### src/hw/rtl/hsvrgb_pkg.sv
// Shared constants and types for the HSV to RGB converter.
package hsvrgb_pkg;

    localparam int HUE_BITS       = 9;
    localparam int WEIGHT_BITS    = 6;   // secondary weight, 0..60
    localparam int DIV_GUARD_BITS = 6;   // 60 < 2^6, headroom for the reciprocal
    localparam int SECTOR_DEG     = 60;
    localparam int NUM_STAGES     = 6;

    localparam logic [HUE_BITS-1:0] HUE_60  = 9'd60;
    localparam logic [HUE_BITS-1:0] HUE_120 = 9'd120;
    localparam logic [HUE_BITS-1:0] HUE_180 = 9'd180;
    localparam logic [HUE_BITS-1:0] HUE_240 = 9'd240;
    localparam logic [HUE_BITS-1:0] HUE_300 = 9'd300;
    localparam logic [HUE_BITS-1:0] HUE_360 = 9'd360;
    localparam logic [HUE_BITS-1:0] HUE_480 = 9'd480;

    typedef logic [2:0] sector_t;

    localparam sector_t SEC_R_TO_Y = 3'd0;
    localparam sector_t SEC_Y_TO_G = 3'd1;
    localparam sector_t SEC_G_TO_C = 3'd2;
    localparam sector_t SEC_C_TO_B = 3'd3;
    localparam sector_t SEC_B_TO_M = 3'd4;
    localparam sector_t SEC_M_TO_R = 3'd5;

endpackage

### src/hw/rtl/hsvrgb_datapath.sv
// Six-stage arithmetic pipeline: chroma, secondary term, sector placement.
module hsvrgb_datapath
    import hsvrgb_pkg::*;
#(
    parameter int CHANNEL_BITS = 8
)
(
    input  logic                    clk,
    input  logic [NUM_STAGES-1:0]   en,
    input  logic [HUE_BITS-1:0]     hue,
    input  logic [CHANNEL_BITS-1:0] saturation,
    input  logic [CHANNEL_BITS-1:0] brightness,
    output logic [CHANNEL_BITS-1:0] red,
    output logic [CHANNEL_BITS-1:0] green,
    output logic [CHANNEL_BITS-1:0] blue
);

    localparam int CB    = CHANNEL_BITS;
    localparam int XW    = CB + WEIGHT_BITS;
    localparam int SHIFT = XW + DIV_GUARD_BITS;
    localparam int RW    = XW + 1;
    localparam int PW    = XW + RW;
    localparam longint unsigned RECIP =
        ((64'd1 << SHIFT) + longint'(SECTOR_DEG) - 64'd1) / SECTOR_DEG;
    localparam logic [RW-1:0]   RECIP_C = RW'(RECIP);
    localparam logic [2*CB-1:0] FULL    = {{CB{1'b0}}, {CB{1'b1}}};

    // stage 1
    logic [HUE_BITS-1:0]    phase;
    logic [2*CB-1:0]        s1_prod_next,   s1_prod_reg;
    logic [CB-1:0]          s1_val_reg;
    logic [WEIGHT_BITS-1:0] s1_weight_next, s1_weight_reg;
    sector_t                s1_sector_next, s1_sector_reg;
    // stage 2
    logic [2*CB-1:0]        s2_sum;
    logic [CB-1:0]          s2_quot_next, s2_quot_reg;
    logic [2*CB-1:0]        s2_prod_reg;
    logic [CB-1:0]          s2_val_reg;
    logic [WEIGHT_BITS-1:0] s2_weight_reg;
    sector_t                s2_sector_reg;
    // stage 3
    logic [2*CB-1:0]        s3_back, s3_rem;
    logic [CB-1:0]          s3_chroma_next, s3_chroma_reg;
    logic [CB-1:0]          s3_val_reg;
    logic [WEIGHT_BITS-1:0] s3_weight_reg;
    sector_t                s3_sector_reg;
    // stage 4
    logic [XW-1:0]          s4_prod_next, s4_prod_reg;
    logic [CB-1:0]          s4_floor_next, s4_floor_reg;
    logic [CB-1:0]          s4_chroma_reg;
    sector_t                s4_sector_reg;
    // stage 5
    logic [PW-1:0]          s5_prod_next, s5_prod_reg;
    logic [CB-1:0]          s5_floor_reg, s5_chroma_reg;
    sector_t                s5_sector_reg;
    // stage 6
    logic [CB-1:0]          second, base_r, base_g, base_b;
    logic [CB-1:0]          red_next, green_next, blue_next;
    logic [CB-1:0]          red_reg, green_reg, blue_reg;

    // stage 1: value x saturation, hue mod 120 and sector
    always_comb
    begin
        s1_prod_next = (2*CB)'(brightness) * (2*CB)'(saturation);

        if (hue >= HUE_480)
            phase = hue - HUE_480;
        else if (hue >= HUE_360)
            phase = hue - HUE_360;
        else if (hue >= HUE_240)
            phase = hue - HUE_240;
        else if (hue >= HUE_120)
            phase = hue - HUE_120;
        else
            phase = hue;

        // 60 - |phase - 60|
        if (phase < HUE_60)
            s1_weight_next = phase[WEIGHT_BITS-1:0];
        else
            s1_weight_next = WEIGHT_BITS'(HUE_120 - phase);

        if (hue < HUE_60)
            s1_sector_next = SEC_R_TO_Y;
        else if (hue < HUE_120)
            s1_sector_next = SEC_Y_TO_G;
        else if (hue < HUE_180)
            s1_sector_next = SEC_G_TO_C;
        else if (hue < HUE_240)
            s1_sector_next = SEC_C_TO_B;
        else if (hue < HUE_300)
            s1_sector_next = SEC_B_TO_M;
        else
            s1_sector_next = SEC_M_TO_R;
    end

    always_ff @(posedge clk)
    begin
        if (en[0])
        begin
            s1_prod_reg   <= s1_prod_next;
            s1_val_reg    <= brightness;
            s1_weight_reg <= s1_weight_next;
            s1_sector_reg <= s1_sector_next;
        end
    end

    // stage 2: first estimate of prod / (2^CB - 1), low by at most one
    always_comb
    begin
        s2_sum       = s1_prod_reg + (s1_prod_reg >> CB);
        s2_quot_next = s2_sum[2*CB-1:CB];
    end

    always_ff @(posedge clk)
    begin
        if (en[1])
        begin
            s2_quot_reg   <= s2_quot_next;
            s2_prod_reg   <= s1_prod_reg;
            s2_val_reg    <= s1_val_reg;
            s2_weight_reg <= s1_weight_reg;
            s2_sector_reg <= s1_sector_reg;
        end
    end

    // stage 3: remainder check and correction
    always_comb
    begin
        s3_back = {s2_quot_reg, {CB{1'b0}}} - {{CB{1'b0}}, s2_quot_reg};
        s3_rem  = s2_prod_reg - s3_back;
        if (s3_rem >= FULL)
            s3_chroma_next = s2_quot_reg + CB'(1);
        else
            s3_chroma_next = s2_quot_reg;
    end

    always_ff @(posedge clk)
    begin
        if (en[2])
        begin
            s3_chroma_reg <= s3_chroma_next;
            s3_val_reg    <= s2_val_reg;
            s3_weight_reg <= s2_weight_reg;
            s3_sector_reg <= s2_sector_reg;
        end
    end

    // stage 4: chroma x weight, floor
    always_comb
    begin
        s4_prod_next  = XW'(s3_chroma_reg) * XW'(s3_weight_reg);
        s4_floor_next = s3_val_reg - s3_chroma_reg;
    end

    always_ff @(posedge clk)
    begin
        if (en[3])
        begin
            s4_prod_reg   <= s4_prod_next;
            s4_floor_reg  <= s4_floor_next;
            s4_chroma_reg <= s3_chroma_reg;
            s4_sector_reg <= s3_sector_reg;
        end
    end

    // stage 5: divide by 60 through the reciprocal, exact for XW-bit operands
    always_comb
    begin
        s5_prod_next = PW'(s4_prod_reg) * PW'(RECIP_C);
    end

    always_ff @(posedge clk)
    begin
        if (en[4])
        begin
            s5_prod_reg   <= s5_prod_next;
            s5_floor_reg  <= s4_floor_reg;
            s5_chroma_reg <= s4_chroma_reg;
            s5_sector_reg <= s4_sector_reg;
        end
    end

    // stage 6: place chroma and secondary term, add floor
    always_comb
    begin
        second = s5_prod_reg[SHIFT +: CB];
        case (s5_sector_reg)
            SEC_R_TO_Y:
            begin
                base_r = s5_chroma_reg; base_g = second;        base_b = '0;
            end
            SEC_Y_TO_G:
            begin
                base_r = second;        base_g = s5_chroma_reg; base_b = '0;
            end
            SEC_G_TO_C:
            begin
                base_r = '0;            base_g = s5_chroma_reg; base_b = second;
            end
            SEC_C_TO_B:
            begin
                base_r = '0;            base_g = second;        base_b = s5_chroma_reg;
            end
            SEC_B_TO_M:
            begin
                base_r = second;        base_g = '0;            base_b = s5_chroma_reg;
            end
            default:
            begin
                base_r = s5_chroma_reg; base_g = '0;            base_b = second;
            end
        endcase
        red_next   = base_r + s5_floor_reg;
        green_next = base_g + s5_floor_reg;
        blue_next  = base_b + s5_floor_reg;
    end

    always_ff @(posedge clk)
    begin
        if (en[5])
        begin
            red_reg   <= red_next;
            green_reg <= green_next;
            blue_reg  <= blue_next;
        end
    end

    assign red   = red_reg;
    assign green = green_reg;
    assign blue  = blue_reg;

endmodule

### src/hw/rtl/hsv_to_rgb_converter.sv
// HSV to RGB converter: stream wrapper and pipeline flow control.
// An accepted input beat passes through the stage registers in order to its output beat.
// Throughput: one pixel per cycle while the output is not stalled; set by the six-stage arithmetic pipeline.
// Each stage holds its beat while the next stage cannot load, so back-pressure loses nothing.
// Reset (rst_n low, asynchronous) empties the pipeline; no other state is kept.
module hsv_to_rgb_converter
    import hsvrgb_pkg::*;
#(
    parameter int CHANNEL_BITS = 8
)
(
    input  logic clk,
    input  logic rst_n,
    input  logic s_tvalid,
    output logic s_tready,
    // hue[8:0], saturation, brightness; zero padded to bytes
    input  logic [((HUE_BITS+2*CHANNEL_BITS+7)/8)*8-1:0] s_tdata,
    output logic m_tvalid,
    input  logic m_tready,
    // red, green, blue; zero padded to bytes
    output logic [((3*CHANNEL_BITS+7)/8)*8-1:0] m_tdata
);

    localparam int CB    = CHANNEL_BITS;
    localparam int OUT_W = ((3*CB+7)/8)*8;
    localparam int LAST  = NUM_STAGES - 1;

    logic [NUM_STAGES-1:0] valid_next, valid_reg;
    logic [NUM_STAGES-1:0] ready;
    logic [NUM_STAGES-1:0] en;
    logic [CB-1:0]         red, green, blue;

    // a stage may load when it is empty or its beat moves on this cycle
    always_comb
    begin
        ready[LAST] = !valid_reg[LAST] || m_tready;
        for (int i = LAST - 1; i >= 0; i--)
            ready[i] = !valid_reg[i] || ready[i+1];

        valid_next = valid_reg;
        en         = '0;
        if (ready[0])
        begin
            valid_next[0] = s_tvalid;
            en[0]         = s_tvalid;
        end
        for (int i = 1; i < NUM_STAGES; i++)
        begin
            if (ready[i])
            begin
                valid_next[i] = valid_reg[i-1];
                en[i]         = valid_reg[i-1];
            end
        end
    end

    always_ff @(posedge clk or negedge rst_n)
    begin
        if (!rst_n)
            valid_reg <= '0;
        else
            valid_reg <= valid_next;
    end

    hsvrgb_datapath #(
        .CHANNEL_BITS (CB)
    ) u_datapath (
        .clk        (clk),
        .en         (en),
        .hue        (s_tdata[HUE_BITS-1:0]),
        .saturation (s_tdata[HUE_BITS +: CB]),
        .brightness (s_tdata[HUE_BITS+CB +: CB]),
        .red        (red),
        .green      (green),
        .blue       (blue)
    );

    assign s_tready = ready[0];
    assign m_tvalid = valid_reg[LAST];
    assign m_tdata  = OUT_W'({blue, green, red});

`ifndef NO_ASSERTIONS
    // accepted beat lands in the first stage
    assert property (@(posedge clk) disable iff (!rst_n)
        (s_tvalid && s_tready) |=> valid_reg[0])
        else $error("accepted beat missing from first stage");

    // full pipeline with a stalled output cannot take a beat
    assert property (@(posedge clk) disable iff (!rst_n)
        ((&valid_reg) && !m_tready) |-> !s_tready)
        else $error("input ready while pipeline is full and stalled");

    // a blocked first stage keeps its beat
    assert property (@(posedge clk) disable iff (!rst_n)
        (valid_reg[0] && !ready[0]) |=> valid_reg[0])
        else $error("stalled beat dropped from first stage");

    // occupancy only grows when a beat is accepted
    assert property (@(posedge clk) disable iff (!rst_n)
        !(s_tvalid && s_tready) |=>
            ($countones(valid_reg) <= $past($countones(valid_reg))))
        else $error("beat created inside the pipeline");
`endif

endmodule

### config.mk
export PLATFORM = sky130hd
export DESIGN_NAME = hsv_to_rgb_converter
export DESIGN_NICKNAME = d
export VERILOG_FILES = /design/src/hw/rtl/hsvrgb_pkg.sv /design/src/hw/rtl/hsvrgb_datapath.sv /design/src/hw/rtl/hsv_to_rgb_converter.sv
export SDC_FILE = /design/constraint.sdc
export NUM_CORES = 1
export LEC_CHECK = 0
export ABC_AREA = 0
export BUFFER_PORTS_ARGS = -buffer_cell sky130_fd_sc_hd__clkbuf_2
export CAP_MARGIN = 40
export CORE_MARGIN = 3
export CORE_UTILIZATION = 50
export CTS_CLUSTER_SIZE = 14
export DETAILED_ROUTE_END_ITERATION = 8
export PLACE_DENSITY = 0.79
export SYNTH_ARGS = -nofsm -noshare
export SYNTH_HDL_FRONTEND = slang
export SYNTH_SLANG_ARGS = --single-unit
### constraint.sdc
create_clock -name clk -period 7.5 [get_ports clk]
set_input_delay 1.5 -clock clk [delete_from_list [all_inputs] [get_ports clk]]
set_output_delay 1.5 -clock clk [all_outputs]
set_load 0.05 [all_outputs]
==> out/qor.yml <==
cells_and_area:
  layout_common_cells: "216 x ha_1, 193 x inv_1, 183 x edfxtp_1, 99 x nand2_1, 85 x fa_1"
  area_growth_pct: 9.97
  drive_gt1_frac: 0.0896
  n_antenna_cell: 0
  fillers: 2327
  layout_commonest_cell: "ha_1"
  fin_nets: 1764
yosys:
  synth_seq_cells: 189
  synthDistinctLibCells: 70
  synth_area_leaders: "edfxtp_1 36%, ha_1 18%, fa_1 11%"
  syn_avg_cell_area_um2: 11.1
  synthMuxAreaShare: 0.0109
  synth_simple_gate_area_frac: 0.117
  synth_top_family_by_area: "adder cells"
  synth_cells: 1363
  syn_area_um2: 15100
  syn_nets: 1700
  synthAdderAreaFrac: 0.292
  synth_warnings: 0
  synth_edf_count: 183
  synth-xor-area-share: 0.0470
  synth_compound_area_frac: 0.107
  synth-main-ff-cell: "edfxtp_1"
  synth.largest_area_cell: "edfxtp_1"
  async_flop_share: 0.0317
  yosysSeqAreaShare: 0.374
  yosysTopAreaCellShare: 0.364
setup_path:
  required_ns: 7.69
  critPathArrivalTime_ns: 5.45
  crit_path_end_kind: "register"
  cpMostUsedCell: "fa_1"
  timing.critical_path.buf_inv: 3
  critPathLaunchType: "input port"
  cp_cell_sequence: "clkbuf_2 -> and2_1 -> fa_1 -> fa_1 -> inv_1 -> fa_1 -> fa_1 -> inv_1 -> ha_1 -> o21ai_0 -> a21boi_0 -> o21ai_0 -> a21oi_1 -> a41oi_1 -> nor2b_1 -> xnor2_1"
  path_max_fanout: 8
  cp_top_family: "adder cells"
  crit_path_max_incr_delay_ns: 0.55
  path_class: "in2reg"
  critical-path-slowest-cell: "fa_1"
floorplanning:
  die-area_um2: 32300
  start_util: 0.516
  io_pins: 62
  die_h_um: 180
  core_um2: 29200
  die_w_um: 180
  std_cell_rows: 62
cts:
  cts_resized: 0
  hold_buffers: 0
  clk_latency_ns: 0.43
  clockBufferDepth: 2
  post_cts_buffers: 0
  h-tree-depth: 4
  numCtsBuffers: 17
  clockRootBuffer: "clkbuf_16"
  cts.clk_slew.worst_paths_ns: 0.08
  tritoncts: "built"
  cts.sinks: 189
sta:
  relSlewSlack: 0.356
  worst_pin_slew_ns: 0.954
  fin_crit_ns: 5.27
  maxSlewViolCount: 0
  finClkSkew_ns: 0.0135
  hold_viol: 0
  setup_viol: 0
  rsz0062_at_grt: "false"
  period_share: 0.702
  fmax_ghz: 0.190
  setup_tns_ns: 0
drt:
  drc_errors: 0
  post_drt_wl_per_cell_um: 15.8
  post_drt_via_cell_ratio: 5.53
  via_count: 10100
  firstDrtPassIters: 5
  postRouteAntennaNets: 0
  postRouteWirelength_um: 28800
  drt-initial-drc-count: 770
placement:
  port_buffers: 54
  dp_hpwl_um: 22000
  place.gp.congestion: 0.869
global_routing:
  grt_antenna_before_repair: 0
  grt_pass1_wl_um: 49100
  grtUsageTotal: 0.180
  grt_pass1_vias: 10400
  grt_overflow: 0
  grt_max_degree: 49
outcome:
  status: "complete, no violations"
min_path:
  hp-class: "reg2reg"
job:
  max_cap_violations: 0
==> kinds of logic (layout without fill, tap and decap cells) <==
group / Yosys count / after routing
XOR/XNOR: 81 / 81
flip-flops: 189 / 189
multiplexers: 15 / 15
AO/OA/AOI/OAI: 234 / 234
AND/OR/NAND/NOR: 331 / 331
buffers and inverters: 211 / 288
adder cells (fa/ha/maj): 302 / 302
==> stage by stage <==
step	setup WS (ns)	std cells	util	hold slack, ns	instance area (um2)
after floorplan	2.26	1363	-	0.400	15100
after global placement	1.85	1788	0.542	0.401	15800
after detailed placement	1.80	1792	0.544	0.405	15900
after CTS	2.25	1824	0.568	0.419	16600
after global routing	2.00	1824	0.568	0.428	16600
final	2.23	1824	0.568	0.422	16600
==> final timing paths <==
kind	startpoint	to	slack, ns	cells after the start
setup / recovery	s_tdata[13]	u_datapath.s1_prod_reg[13]	2.23	16
hold / removal	u_datapath.s2_weight_reg[3]	u_datapath.s3_weight_reg[3]	0.42	0
setup reg to reg	u_datapath.s4_prod_reg[11]	u_datapath.s5_prod_reg[27]	2.25	14
hold reg to reg	u_datapath.s2_weight_reg[3]	u_datapath.s3_weight_reg[3]	0.42	0
max in group asynchronous	rst_n	valid_reg[5]	6.46	1
min in group asynchronous	rst_n	valid_reg[3]	0.88	1
==> cell type report <==
cell class	instances	area, um2	area share
Clock buffer	17	425	0.0256
Inverter	193	724	0.0436
Tap cell	384	480	0.0289
Clock inverter	15	267	0.0161
Sequential cell	189	5650	0.340
Multi-Input combinational cell	963	8680	0.523
Timing Repair Buffer	63	378	0.0228
==> Yosys cell counts (all sizes together), types with 20 or more instances <==
library cell    n
fa             85
a21o           20
a21oi          80
edfxtp        183
ha            216
and2           81
xnor2          62
o21ai          30
nand2          99
inv           193
nor2           36
==> per-layer routing <==
metal  wire [um]  up-vias  global-route usage
met1       12000     4893               0.222
met3        1100       34              0.0228
met5           0        -                   0
met4         414        0              0.0473
li1            -     4905                   -
met2       15200      249               0.335
Power is left out: the tool's default activity adds up to more than one toggle a clock period on the data nets, which glitch-free logic cannot reach.
